$ cat config.mk
export PLATFORM = sky130hd
export DESIGN_NAME = imu_frame_decode_gravity_comp_unit
export DESIGN_NICKNAME = d
export VERILOG_FILES = /design/src/hdl/imufd_pkg.sv /design/src/hdl/imu_frame_decode_gravity_comp_unit.sv
export SDC_FILE = /design/constraint.sdc
export NUM_CORES = 2
export LEC_CHECK = 0
export BUFFER_PORTS_ARGS = -buffer_cell sky130_fd_sc_hd__buf_4
export CAP_MARGIN = 15
export CORE_UTILIZATION = 40
export CTS_CLUSTER_SIZE = 10
export DETAILED_ROUTE_END_ITERATION = 16
export PLACE_DENSITY_LB_ADDON = 0.08
export SYNTH_ARGS = -nofsm -noshare
export SYNTH_HDL_FRONTEND = slang
export SYNTH_SLANG_ARGS = --single-unit
$ cat constraint.sdc
create_clock -name clock -period 15.1 [get_ports clock]
set_input_delay 1.51 -clock clock [delete_from_list [all_inputs] [get_ports clock]]
set_output_delay 1.51 -clock clock [all_outputs]
set_load 0.02 [all_outputs]
$ cat src/hdl/imufd_pkg.sv
// Shared constants and tables for the inertial frame decoder with gravity compensation.
// Holds frame identifiers, kind codes, field offsets and the CORDIC arctangent table.
// No dependencies.
`timescale 1ns / 1ps

package imufd_pkg;

   localparam logic [28:0] ID_ACCEL    = 29'h0CF02D59;
   localparam logic [28:0] ID_GYRO     = 29'h0CF02A59;
   localparam logic [28:0] ID_QUAT     = 29'h0CF03059;
   localparam logic [28:0] ID_ATTITUDE = 29'h0CF02959;

   localparam logic [1:0] KIND_ACCEL    = 2'd0;
   localparam logic [1:0] KIND_GYRO     = 2'd1;
   localparam logic [1:0] KIND_QUAT     = 2'd2;
   localparam logic [1:0] KIND_ATTITUDE = 2'd3;

   localparam logic [17:0] GRAVITY_RESET = 18'd97683;
   localparam int TRIG_BITS_DEFAULT = 16;
   localparam int TRIG_BITS_MAX     = 24;

   localparam logic signed [20:0] OFS_16  = 21'sd32000;
   localparam logic signed [20:0] OFS_Q   = 21'sd32768;
   localparam logic signed [20:0] OFS_20  = 21'sd512000;

   localparam logic signed [17:0] HALF_TURN    = 18'sd23040;
   localparam logic signed [17:0] FULL_TURN    = 18'sd46080;
   localparam logic signed [17:0] QUARTER_TURN = 18'sd11520;
   localparam logic signed [21:0] DEG128_TO_RAD30 = 22'sd146409;
   localparam logic signed [33:0] CORDIC_START    = 34'sd652032874;

   // floor(t / 100) == (t * RECIP_100) >> RECIP_SHIFT for t below 2^20
   localparam logic signed [21:0] RECIP_100   = 22'sd671089;
   localparam int                 RECIP_SHIFT = 26;

   function automatic logic signed [33:0] atan_of(input logic [4:0] i);
      logic [31:0] v;
      case (i)
         5'd0:  v = 32'h3243F6A8;
         5'd1:  v = 32'h1DAC6705;
         5'd2:  v = 32'h0FADBAFC;
         5'd3:  v = 32'h07F56EA6;
         5'd4:  v = 32'h03FEAB76;
         5'd5:  v = 32'h01FFD55B;
         5'd6:  v = 32'h00FFFAAA;
         5'd7:  v = 32'h007FFF55;
         5'd8:  v = 32'h003FFFEA;
         5'd9:  v = 32'h001FFFFD;
         5'd10: v = 32'h000FFFFF;
         5'd11: v = 32'h0007FFFF;
         5'd12: v = 32'h0003FFFF;
         5'd13: v = 32'h0001FFFF;
         5'd14: v = 32'h0000FFFF;
         5'd15: v = 32'h00007FFF;
         5'd16: v = 32'h00003FFF;
         5'd17: v = 32'h00001FFF;
         5'd18: v = 32'h00000FFF;
         5'd19: v = 32'h000007FF;
         5'd20: v = 32'h000003FF;
         5'd21: v = 32'h000001FF;
         5'd22: v = 32'h000000FF;
         5'd23: v = 32'h0000007F;
         default: v = 32'h0;
      endcase
      return $signed({2'b00, v});
   endfunction

endpackage

$ cat src/hdl/imu_frame_decode_gravity_comp_unit.sv
// Top level of the inertial frame decoder with gravity compensation.
// Depends on imufd_pkg for identifiers, kind codes and the arctangent table.
`timescale 1ns / 1ps

// Decodes one sensor bus frame per item: frame_id on req_tuser selects
// acceleration, angular rate, quaternion or attitude, the 64-bit payload on
// req_tdata is split into offset-corrected signed fields. Attitude frames also
// update the stored pitch, roll and yaw. Unknown identifiers produce no result.
// Non-acceleration frames go straight to the output register.
// An acceleration frame runs a sequencer around one shared 34x22 multiplier:
// three CORDIC sine/cosine evaluations of the stored angles, each of
// min(TRIG_BITS,24) iterations, then the rotation-matrix products and
// gravity scaling. req_tready is low while the sequencer runs; a finished
// result waits in the output register.
module imu_frame_decode_gravity_comp_unit #(
   parameter int TRIG_BITS = imufd_pkg::TRIG_BITS_DEFAULT
) (
   input  logic         clock,
   input  logic         reset,
   input  logic         req_tvalid,
   output logic         req_tready,
   input  logic [63:0]  req_tdata,   // payload[63:0]
   input  logic [28:0]  req_tuser,   // frame_id[28:0]
   output logic         rsp_tvalid,
   input  logic         rsp_tready,
   // value_a[20:0], value_b[41:21], value_c[62:42], value_d[78:63],
   // comp_x[95:79], comp_y[112:96], comp_z[129:113], zero fill to 135
   output logic [135:0] rsp_tdata,
   output logic [1:0]   rsp_tuser,   // frame_kind[1:0]
   input  logic         csr_wr_en,
   input  logic [17:0]  csr_wr_data  // gravity_magnitude
);

   localparam int ITERS = (TRIG_BITS > imufd_pkg::TRIG_BITS_MAX) ?
                          imufd_pkg::TRIG_BITS_MAX : TRIG_BITS;
   localparam logic [4:0] LAST_ITER = 5'(ITERS - 1);
   localparam logic [4:0] LAST_STEP = 5'd16;

   typedef enum logic [2:0] {
      ST_IDLE, ST_TRIG_PRE, ST_TRIG_LOAD, ST_TRIG_ITER, ST_TRIG_END, ST_PROD
   } state_type;

   state_type state_ff;
   logic [1:0]  ang_ff;
   logic [4:0]  iter_ff;
   logic [4:0]  step_ff;
   logic [17:0] grav_ff;

   logic signed [16:0] pitch_ff, roll_ff, yaw_ff;
   logic signed [33:0] x_ff, y_ff, z_ff;
   logic               neg_ff;
   logic signed [15:0] sin_ff [3];
   logic signed [15:0] cos_ff [3];

   logic signed [55:0] prod_ff, t1_ff;
   logic signed [33:0] r02_ff, r12_ff, r22_ff;
   logic [19:0]        tq_ff;
   logic               gneg_ff;

   logic signed [20:0] ha_ff, hb_ff, hc_ff;
   logic signed [16:0] hx_ff, hy_ff;

   logic               rsp_valid_ff;
   logic [1:0]         kind_ff;
   logic signed [20:0] va_ff, vb_ff, vc_ff;
   logic signed [15:0] vd_ff;
   logic signed [16:0] cx_ff, cy_ff, cz_ff;

   logic signed [33:0] mul_a;
   logic signed [21:0] mul_b;
   logic signed [55:0] prod_in;

   logic               req_fire;
   logic signed [20:0] f0, f1, f2, f3;
   logic signed [20:0] g0, g1, g2;

   logic signed [16:0] ang_cur;
   logic signed [17:0] ang_wrap, ang_fold;
   logic               ang_neg;

   logic signed [33:0] dx, dy, atan_i;
   logic signed [55:0] r02_sum, r12_sum, gmag, gsum;
   logic signed [16:0] gq_signed;

   function automatic logic signed [15:0] q30_to_q15(input logic signed [33:0] v,
                                                     input logic neg);
      logic signed [34:0] r;
      r = ($signed({v[33], v}) + 35'sd16384) >>> 15;
      if (neg) begin
         r = -r;
      end
      if (r > 35'sd32767) begin
         r = 35'sd32767;
      end else if (r < -35'sd32768) begin
         r = -35'sd32768;
      end
      return r[15:0];
   endfunction

   assign req_tready = (state_ff == ST_IDLE) && (!rsp_valid_ff || rsp_tready);
   assign req_fire   = req_tvalid && req_tready;

   // 16-bit and 20-bit fields; 32000 or 32768, or 512000, is subtracted on capture
   assign f0 = $signed({5'b0, req_tdata[15:0]});
   assign f1 = $signed({5'b0, req_tdata[31:16]});
   assign f2 = $signed({5'b0, req_tdata[47:32]});
   assign f3 = $signed({5'b0, req_tdata[63:48]});
   assign g0 = $signed({1'b0, req_tdata[19:0]});
   assign g1 = $signed({1'b0, req_tdata[39:20]});
   assign g2 = $signed({1'b0, req_tdata[59:40]});

   // Wrap into a half turn each way, then fold beyond a quarter turn
   always_comb begin
      case (ang_ff)
         2'd0:    ang_cur = pitch_ff;
         2'd1:    ang_cur = roll_ff;
         default: ang_cur = yaw_ff;
      endcase
      ang_wrap = {ang_cur[16], ang_cur};
      if (ang_wrap >= imufd_pkg::HALF_TURN) begin
         ang_wrap = ang_wrap - imufd_pkg::FULL_TURN;
      end
      if (ang_wrap < -imufd_pkg::HALF_TURN) begin
         ang_wrap = ang_wrap + imufd_pkg::FULL_TURN;
      end
      ang_fold = ang_wrap;
      ang_neg  = 1'b0;
      if (ang_wrap > imufd_pkg::QUARTER_TURN) begin
         ang_fold = ang_wrap - imufd_pkg::HALF_TURN;
         ang_neg  = 1'b1;
      end else if (ang_wrap < -imufd_pkg::QUARTER_TURN) begin
         ang_fold = ang_wrap + imufd_pkg::HALF_TURN;
         ang_neg  = 1'b1;
      end
   end

   assign dx     = y_ff >>> iter_ff;
   assign dy     = x_ff >>> iter_ff;
   assign atan_i = imufd_pkg::atan_of(iter_ff);

   assign r02_sum = (t1_ff <<< 15) + prod_ff + 56'sd16384;
   assign r12_sum = t1_ff - (prod_ff <<< 15) + 56'sd16384;
   assign gmag    = prod_ff[55] ? -prod_ff : prod_ff;
   assign gsum    = gmag + (56'sd50 <<< 30);
   assign gq_signed = gneg_ff ? -$signed({1'b0, prod_ff[41:26]})
                              : $signed({1'b0, prod_ff[41:26]});

   // Operand select for the shared multiplier
   always_comb begin
      mul_a = '0;
      mul_b = '0;
      if (state_ff == ST_TRIG_PRE) begin
         mul_a = 34'(ang_fold);
         mul_b = imufd_pkg::DEG128_TO_RAD30;
      end else if (state_ff == ST_PROD) begin
         case (step_ff)
            5'd0:  begin mul_a = 34'(sin_ff[1]); mul_b = 22'(sin_ff[2]); end
            5'd1:  begin mul_a = 34'(cos_ff[1]); mul_b = 22'(cos_ff[2]); end
            5'd2:  begin mul_a = prod_ff[33:0];  mul_b = 22'(sin_ff[0]); end
            5'd3:  begin mul_a = 34'(sin_ff[2]); mul_b = 22'(sin_ff[0]); end
            5'd4:  begin mul_a = prod_ff[33:0];  mul_b = 22'(cos_ff[1]); end
            5'd5:  begin mul_a = 34'(cos_ff[2]); mul_b = 22'(sin_ff[1]); end
            5'd6:  begin mul_a = 34'(cos_ff[0]); mul_b = 22'(cos_ff[1]); end
            5'd7:  begin mul_a = r12_ff; mul_b = $signed({4'b0, grav_ff}); end
            5'd9:  begin mul_a = $signed({14'b0, tq_ff}); mul_b = imufd_pkg::RECIP_100; end
            5'd10: begin mul_a = r02_ff; mul_b = $signed({4'b0, grav_ff}); end
            5'd12: begin mul_a = $signed({14'b0, tq_ff}); mul_b = imufd_pkg::RECIP_100; end
            5'd13: begin mul_a = r22_ff; mul_b = $signed({4'b0, grav_ff}); end
            5'd15: begin mul_a = $signed({14'b0, tq_ff}); mul_b = imufd_pkg::RECIP_100; end
            default: begin mul_a = '0; mul_b = '0; end
         endcase
      end
   end

   assign prod_in = mul_a * mul_b;

   always_ff @(posedge clock) begin
      prod_ff <= prod_in;
   end

   always_ff @(posedge clock) begin
      if (reset) begin
         state_ff     <= ST_IDLE;
         ang_ff       <= '0;
         iter_ff      <= '0;
         step_ff      <= '0;
         grav_ff      <= imufd_pkg::GRAVITY_RESET;
         pitch_ff     <= '0;
         roll_ff      <= '0;
         yaw_ff       <= '0;
         rsp_valid_ff <= 1'b0;
      end else begin
         if (csr_wr_en) begin
            grav_ff <= csr_wr_data;
         end
         // an accepted item either finds the output empty or drains it this edge
         if (rsp_valid_ff && rsp_tready && !req_fire) begin
            rsp_valid_ff <= 1'b0;
         end
         case (state_ff)
            ST_IDLE: begin
               if (req_fire) begin
                  va_ff <= '0; vb_ff <= '0; vc_ff <= '0; vd_ff <= '0;
                  cx_ff <= '0; cy_ff <= '0; cz_ff <= '0;
                  case (req_tuser)
                     imufd_pkg::ID_ACCEL: begin
                        ha_ff        <= f0 - imufd_pkg::OFS_16;
                        hb_ff        <= f1 - imufd_pkg::OFS_16;
                        hc_ff        <= f2 - imufd_pkg::OFS_16;
                        ang_ff       <= 2'd0;
                        rsp_valid_ff <= 1'b0;
                        state_ff     <= ST_TRIG_PRE;
                     end
                     imufd_pkg::ID_GYRO: begin
                        kind_ff      <= imufd_pkg::KIND_GYRO;
                        va_ff        <= g0 - imufd_pkg::OFS_20;
                        vb_ff        <= g1 - imufd_pkg::OFS_20;
                        vc_ff        <= g2 - imufd_pkg::OFS_20;
                        rsp_valid_ff <= 1'b1;
                     end
                     imufd_pkg::ID_QUAT: begin
                        kind_ff      <= imufd_pkg::KIND_QUAT;
                        va_ff        <= f0 - imufd_pkg::OFS_Q;
                        vb_ff        <= f1 - imufd_pkg::OFS_Q;
                        vc_ff        <= f2 - imufd_pkg::OFS_Q;
                        vd_ff        <= 16'(f3 - imufd_pkg::OFS_Q);
                        rsp_valid_ff <= 1'b1;
                     end
                     imufd_pkg::ID_ATTITUDE: begin
                        kind_ff      <= imufd_pkg::KIND_ATTITUDE;
                        va_ff        <= f0 - imufd_pkg::OFS_16;
                        vb_ff        <= f1 - imufd_pkg::OFS_16;
                        vc_ff        <= f2 - imufd_pkg::OFS_16;
                        pitch_ff     <= 17'(f0 - imufd_pkg::OFS_16);
                        roll_ff      <= 17'(f1 - imufd_pkg::OFS_16);
                        yaw_ff       <= 17'(f2 - imufd_pkg::OFS_16);
                        rsp_valid_ff <= 1'b1;
                     end
                     default: begin
                        // unknown frame: drop
                        rsp_valid_ff <= 1'b0;
                     end
                  endcase
               end
            end
            ST_TRIG_PRE: begin
               neg_ff   <= ang_neg;
               state_ff <= ST_TRIG_LOAD;
            end
            ST_TRIG_LOAD: begin
               z_ff     <= prod_ff[33:0];
               x_ff     <= imufd_pkg::CORDIC_START;
               y_ff     <= '0;
               iter_ff  <= '0;
               state_ff <= ST_TRIG_ITER;
            end
            ST_TRIG_ITER: begin
               if (!z_ff[33]) begin
                  x_ff <= x_ff - dx;
                  y_ff <= y_ff + dy;
                  z_ff <= z_ff - atan_i;
               end else begin
                  x_ff <= x_ff + dx;
                  y_ff <= y_ff - dy;
                  z_ff <= z_ff + atan_i;
               end
               if (iter_ff == LAST_ITER) begin
                  state_ff <= ST_TRIG_END;
               end else begin
                  iter_ff <= iter_ff + 5'd1;
               end
            end
            ST_TRIG_END: begin
               sin_ff[ang_ff] <= q30_to_q15(y_ff, neg_ff);
               cos_ff[ang_ff] <= q30_to_q15(x_ff, neg_ff);
               if (ang_ff == 2'd2) begin
                  step_ff  <= '0;
                  state_ff <= ST_PROD;
               end else begin
                  ang_ff   <= ang_ff + 2'd1;
                  state_ff <= ST_TRIG_PRE;
               end
            end
            ST_PROD: begin
               if (step_ff != LAST_STEP) begin
                  step_ff <= step_ff + 5'd1;
               end
               case (step_ff)
                  5'd1: t1_ff  <= prod_ff;
                  5'd3: r02_ff <= r02_sum[48:15];
                  5'd5: t1_ff  <= prod_ff;
                  5'd6: r12_ff <= r12_sum[48:15];
                  5'd7: r22_ff <= prod_ff[33:0];
                  5'd8, 5'd11, 5'd14: begin
                     tq_ff   <= gsum[49:30];
                     gneg_ff <= prod_ff[55];
                  end
                  5'd10: hx_ff <= 17'(ha_ff) + gq_signed;
                  5'd13: hy_ff <= 17'(hb_ff) - gq_signed;
                  5'd16: begin
                     // hold until the output register is free
                     if (!rsp_valid_ff || rsp_tready) begin
                        kind_ff      <= imufd_pkg::KIND_ACCEL;
                        va_ff        <= ha_ff;
                        vb_ff        <= hb_ff;
                        vc_ff        <= hc_ff;
                        vd_ff        <= '0;
                        cx_ff        <= hx_ff;
                        cy_ff        <= hy_ff;
                        cz_ff        <= 17'(hc_ff) - gq_signed;
                        rsp_valid_ff <= 1'b1;
                        state_ff     <= ST_IDLE;
                     end
                  end
                  default: begin
                  end
               endcase
            end
            default: state_ff <= ST_IDLE;
         endcase
      end
   end

   assign rsp_tvalid = rsp_valid_ff;
   assign rsp_tuser  = kind_ff;
   assign rsp_tdata  = {6'b0, cz_ff, cy_ff, cx_ff, vd_ff, vc_ff, vb_ff, va_ff};

`ifndef SYNTHESIS
   a_busy_not_ready: assert property (@(posedge clock) disable iff (reset)
      (state_ff != ST_IDLE) |-> !req_tready)
      else $error("input accepted while sequencer busy");
   a_iter_bound: assert property (@(posedge clock) disable iff (reset)
      (state_ff == ST_TRIG_ITER) |-> (iter_ff <= LAST_ITER))
      else $error("CORDIC iteration counter out of range");
   a_unknown_drop: assert property (@(posedge clock) disable iff (reset)
      (req_fire && !rsp_valid_ff && req_tuser != imufd_pkg::ID_ACCEL &&
       req_tuser != imufd_pkg::ID_GYRO && req_tuser != imufd_pkg::ID_QUAT &&
       req_tuser != imufd_pkg::ID_ATTITUDE) |=> !rsp_valid_ff)
      else $error("unknown frame produced a result");
   a_comp_zero: assert property (@(posedge clock) disable iff (reset)
      (rsp_valid_ff && kind_ff != imufd_pkg::KIND_ACCEL) |->
      (cx_ff == 17'sd0 && cy_ff == 17'sd0 && cz_ff == 17'sd0))
      else $error("compensated axes nonzero for non-acceleration item");
`endif

endmodule
==> results.json <==
{
  "run_status": "completed",
  "num_io_pins": 256,
  "cts_hold_buffers": 0,
  "syn_inst": 7901,
  "post-route-min-period_ns": 14.39,
  "critical_path.reg2reg.startpoint": "ang_ff[0]",
  "first_global_vias": 59360,
  "final_min_period_over_clock_period_pct": 95.27,
  "crit_arrival_ns": 14.98,
  "grt_max_degree": 72,
  "clk_latency_ns": 0.73,
  "start_util_pct": 40.48,
  "grt_first_pass_wirelength_um": 393500,
  "report.final.setup_viol": 0,
  "layout.filler_cells": 17970,
  "mappedNetlistArea_um2": 74440,
  "wire_per_inst_um": 25.50,
  "netlist_top_cells_area": "sky130_fd_sc_hd__edfxtp_1 (24%), sky130_fd_sc_hd__fa_1 (20%), sky130_fd_sc_hd__ha_1 (7.7%), sky130_fd_sc_hd__nand2_1 (4.8%), sky130_fd_sc_hd__inv_1 (4.7%)",
  "crit_path_start": "ang_ff[0]",
  "cts_max_path_buffers": 3,
  "clockRootBuffer": "sky130_fd_sc_hd__clkbuf_16",
  "power_density_nw_per_um2": 61.21,
  "max_stage_delay_ns": 0.60,
  "maxCapViolations": 0,
  "viasPerCell": 5.667,
  "yosys_warnings": 0,
  "synth-edff-count": 588,
  "ys_top_cells_by_count": "sky130_fd_sc_hd__nand2_1 (956), sky130_fd_sc_hd__inv_1 (938), sky130_fd_sc_hd__fa_1 (747)",
  "floorplan.die_area_um2": 187800,
  "ant_nets": 0,
  "totalPowerFinal_w": 0.005023,
  "cp_common_cell": "sky130_fd_sc_hd__fa_1",
  "totalWireLength_um": 268600,
  "remaining_drc_errors": 0,
  "timing.critical_path.required_ns": 15.70,
  "setup.reg_to_reg.worst_slack_ns": 0.71,
  "fin_skew_ns": 0.03447,
  "drtPass1Iterations": 6,
  "globalRouteOverflowTotal": 0,
  "synth_top_family_by_area": "adder cells",
  "yosys.area_share.simple_pct": 14.58,
  "synthMuxAreaShare_pct": 3.372,
  "critPathCaptureType": "flip-flop",
  "drive_gt1_share_pct": 9.226,
  "critical_path.top_delay_family": "compound AO/OA/AOI/OAI gates",
  "post_synth.cell_area_avg_um2": 9.421,
  "crit_type": "reg2reg",
  "num_vias": 59690,
  "worst_r2r_path_depth": 52,
  "hold_path_class": "reg2reg",
  "timing.hold.worst_endpoint": "roll_ff[3]",
  "internal_power_w": 0.003651,
  "maximum_clock_rate_mhz": 69.52,
  "seq_power_share_pct": 45.7,
  "library_cell_with_the_largest_summed_area_after_synthesis": "sky130_fd_sc_hd__edfxtp_1",
  "synth.distinct_cells": 97,
  "grt.total_usage_pct": 28.39,
  "drv_slew": 0,
  "power_switching_w": 0.001371,
  "detailedRoute.firstIterationViolations": 5284,
  "layoutNonFillerInstCount": 10530,
  "cts-buffers-inserted": 90,
  "postSynth.asyncResetShare_pct": 0,
  "timing.hold.worst.start": "roll_ff[3]",
  "yosys_top_cell_area_share_pct": 23.72,
  "placeableCoreArea_um2": 183900,
  "dp.final_hpwl_um": 210200,
  "cp_num_buf_inv": 11,
  "critPathMaxFanout": 20,
  "path_clk_slew_ns": 0.06,
  "num-nets-final": 9321,
  "cells_on_worst_hold_path": 2,
  "cell_with_the_largest_stage_delay_on_the_worst_path": "sky130_fd_sc_hd__or4_1",
  "adder_and_majority_gate_portion_of_the_synthesized_area_pct": 27.79,
  "synth_compound_area_share_pct": 13.28,
  "yosysMostFrequentCell": "sky130_fd_sc_hd__nand2_1",
  "synth_ff_type": "sky130_fd_sc_hd__edfxtp_1",
  "r2r_end": "prod_ff[48]",
  "cts_tree": "built",
  "p_leak_nw": 34.93,
  "unrepaired_setup_endpoints_after_global_routing": "no",
  "chipWidth_um": 433.4,
  "register_bit_total_from_synthesis": 754,
  "chipHeight_um": 433.4,
  "post_synth_xor_area_fraction_pct": 5.917,
  "number_of_antenna_violations_at_the_first_check_in_global_routing": 9,
  "setup.worst_path.start_class": "flip-flop",
  "hold-worst-slack_ns": 0.4568,
  "area_growth_pct": 10.24,
  "max-slew-margin-rel_pct": 17.03,
  "clockPowerShare_pct": 41.7,
  "finalHoldViolCount": 0,
  "vdd_drop_max_mv": 0.07609,
  "seq_area_frac_synth_pct": 28.19,
  "place.port_buffers": 249,
  "switching_share_pct": 27.30,
  "cts_max_level": 3,
  "worstMarginPinSlew_ns": 1.234,
  "gp_routability_congestion": 0.9457,
  "number_of_core_rows": 157,
  "tritoncts_num_sinks": 754,
  "power_frac_comb_pct": 12.5,
  "instance_count_after_placement_with_tap_cells_included": 10370,
  "postCtsSetupRepairBufs": 0
}
## layout by cell type (no fill, tap or decap), types with 20 or more instances in the layout
cell,instances
sky130_fd_sc_hd__a221o_1,20
sky130_fd_sc_hd__a222oi_1,62
sky130_fd_sc_hd__o211ai_1,23
sky130_fd_sc_hd__nor3_1,112
sky130_fd_sc_hd__nand2b_1,49
sky130_fd_sc_hd__fa_1,747
sky130_fd_sc_hd__xor2_1,201
sky130_fd_sc_hd__a22o_1,31
sky130_fd_sc_hd__a21o_1,109
sky130_fd_sc_hd__buf_4,396
sky130_fd_sc_hd__clkbuf_16,93
sky130_fd_sc_hd__ha_1,458
sky130_fd_sc_hd__a21oi_1,467
sky130_fd_sc_hd__o21ai_0,318
sky130_fd_sc_hd__mux2_2,23
sky130_fd_sc_hd__mux4_2,75
sky130_fd_sc_hd__nor2b_1,70
sky130_fd_sc_hd__or2_2,32
sky130_fd_sc_hd__o21bai_1,41
sky130_fd_sc_hd__a211oi_1,46
sky130_fd_sc_hd__nand2_1,954
sky130_fd_sc_hd__a31oi_1,45
sky130_fd_sc_hd__nand3_1,104
sky130_fd_sc_hd__and2_1,109
sky130_fd_sc_hd__or3_1,24
sky130_fd_sc_hd__o21a_1,63
sky130_fd_sc_hd__inv_1,937
sky130_fd_sc_hd__mux2i_1,55
sky130_fd_sc_hd__nor2_1,692
sky130_fd_sc_hd__clkbuf_1,44
sky130_fd_sc_hd__xnor2_1,300
sky130_fd_sc_hd__a22oi_1,72
sky130_fd_sc_hd__o31ai_1,20
sky130_fd_sc_hd__edfxtp_1,588
sky130_fd_sc_hd__nor4_1,21
sky130_fd_sc_hd__and3_1,88
sky130_fd_sc_hd__dfxtp_1,161
sky130_fd_sc_hd__nand4_1,59
## layer usage
| metal | part of all wire [%] | vias to the layer above | GRT usage, % |
|---|---|---|---|
| li1 | - | 27030 | - |
| met1 | 42 | 30130 | 37.35 |
| met2 | 48 | 2078 | 47.27 |
| met3 | 5.9 | 444 | 3.878 |
| met4 | 4.3 | 12 | 10.91 |
| met5 | 0.022 | - | 0 |
## how the worst max path moves through the flow
stage / to / slack (ns) / cells past startpoint
after global placement: prod_ff[55] / -0.15 / 51
after detailed placement: prod_ff[55] / -0.17 / 51
after CTS: prod_ff[55] / 0.005 / 51
after floorplan: prod_ff[48] / 1.77 / 55
after global routing: prod_ff[48] / 0.006 / 52
final: prod_ff[48] / 0.71 / 52
## through the flow
stage	TNS (ns)	util (%)	cell area (um2)	setup WS, ns
after floorplan	0	-	74460	1.769
after global placement	-0.1473	43.09	79220	-0.1473
after detailed placement	-0.1744	43.09	79230	-0.1744
after CTS	0	44.58	81960	0.005301
after global routing	0	44.62	82050	0.005695
final	0	44.63	82060	0.7149
## power by group through the flow
stage,Combinational [W],Clock [W],Sequential (W)
2_1_floorplan,0.000359,0,0.00236
3_3_place_gp,0.000618,0,0.00234
3_5_place_dp,0.000621,0,0.00234
4_1_cts,0.000625,0.00213,0.00230
5_1_grt,0.000678,0.00221,0.00230
6_report,0.000629,0.00210,0.00230
## what timing repair did
item	in CTS	in global routing
resized for setup	1	18
cloned	0	0
setup endpoints to repair	2	11
endpoints found under the hold margin	0	0
## final cells by class
cell class	instances	area [um2]	area share, %
inverters	944	3543	4.318
clock buffers	143	2575	3.138
diodes	5	12.51	0.01525
repair buffers	397	2988	3.641
multi-input cells	5813	48710	59.36
well taps	2464	3083	3.757
flip-flops and latches	754	20990	25.58
clock inverters	13	152.6	0.1860
## tightest hold or removal path, stage by stage, from the launching register on
cell                      delay (ns)
sky130_fd_sc_hd__dfxtp_1        0.31
sky130_fd_sc_hd__nand2_1        0.05
sky130_fd_sc_hd__a21oi_1        0.05
## cells by family (layout without fill, tap and decap cells)
logic type,after synthesis,after routing
and+or+nand+nor,2418,2418
AOI/OAI and AO/OA,1528,1528
buffers and inverters,1339,1497
adders and majority gates,1205,1205
DFF,754,754
xor gates and xnor gates,502,502
muxes,154,154
other,1,11
## sequential cells by signal (all words and copies together) (netlist names), 18 cells and up
name	count
prod_ff	51
t1_ff	49
cos_ff	48
sin_ff	48
r02_ff	34
r12_ff	34
r22_ff	34
x_ff	34
y_ff	34
z_ff	34
atan_i	30
va_ff	21
vb_ff	21
vc_ff	21
tq_ff	20
grav_ff	18
Note: power is estimated with default switching activity, not from simulation.
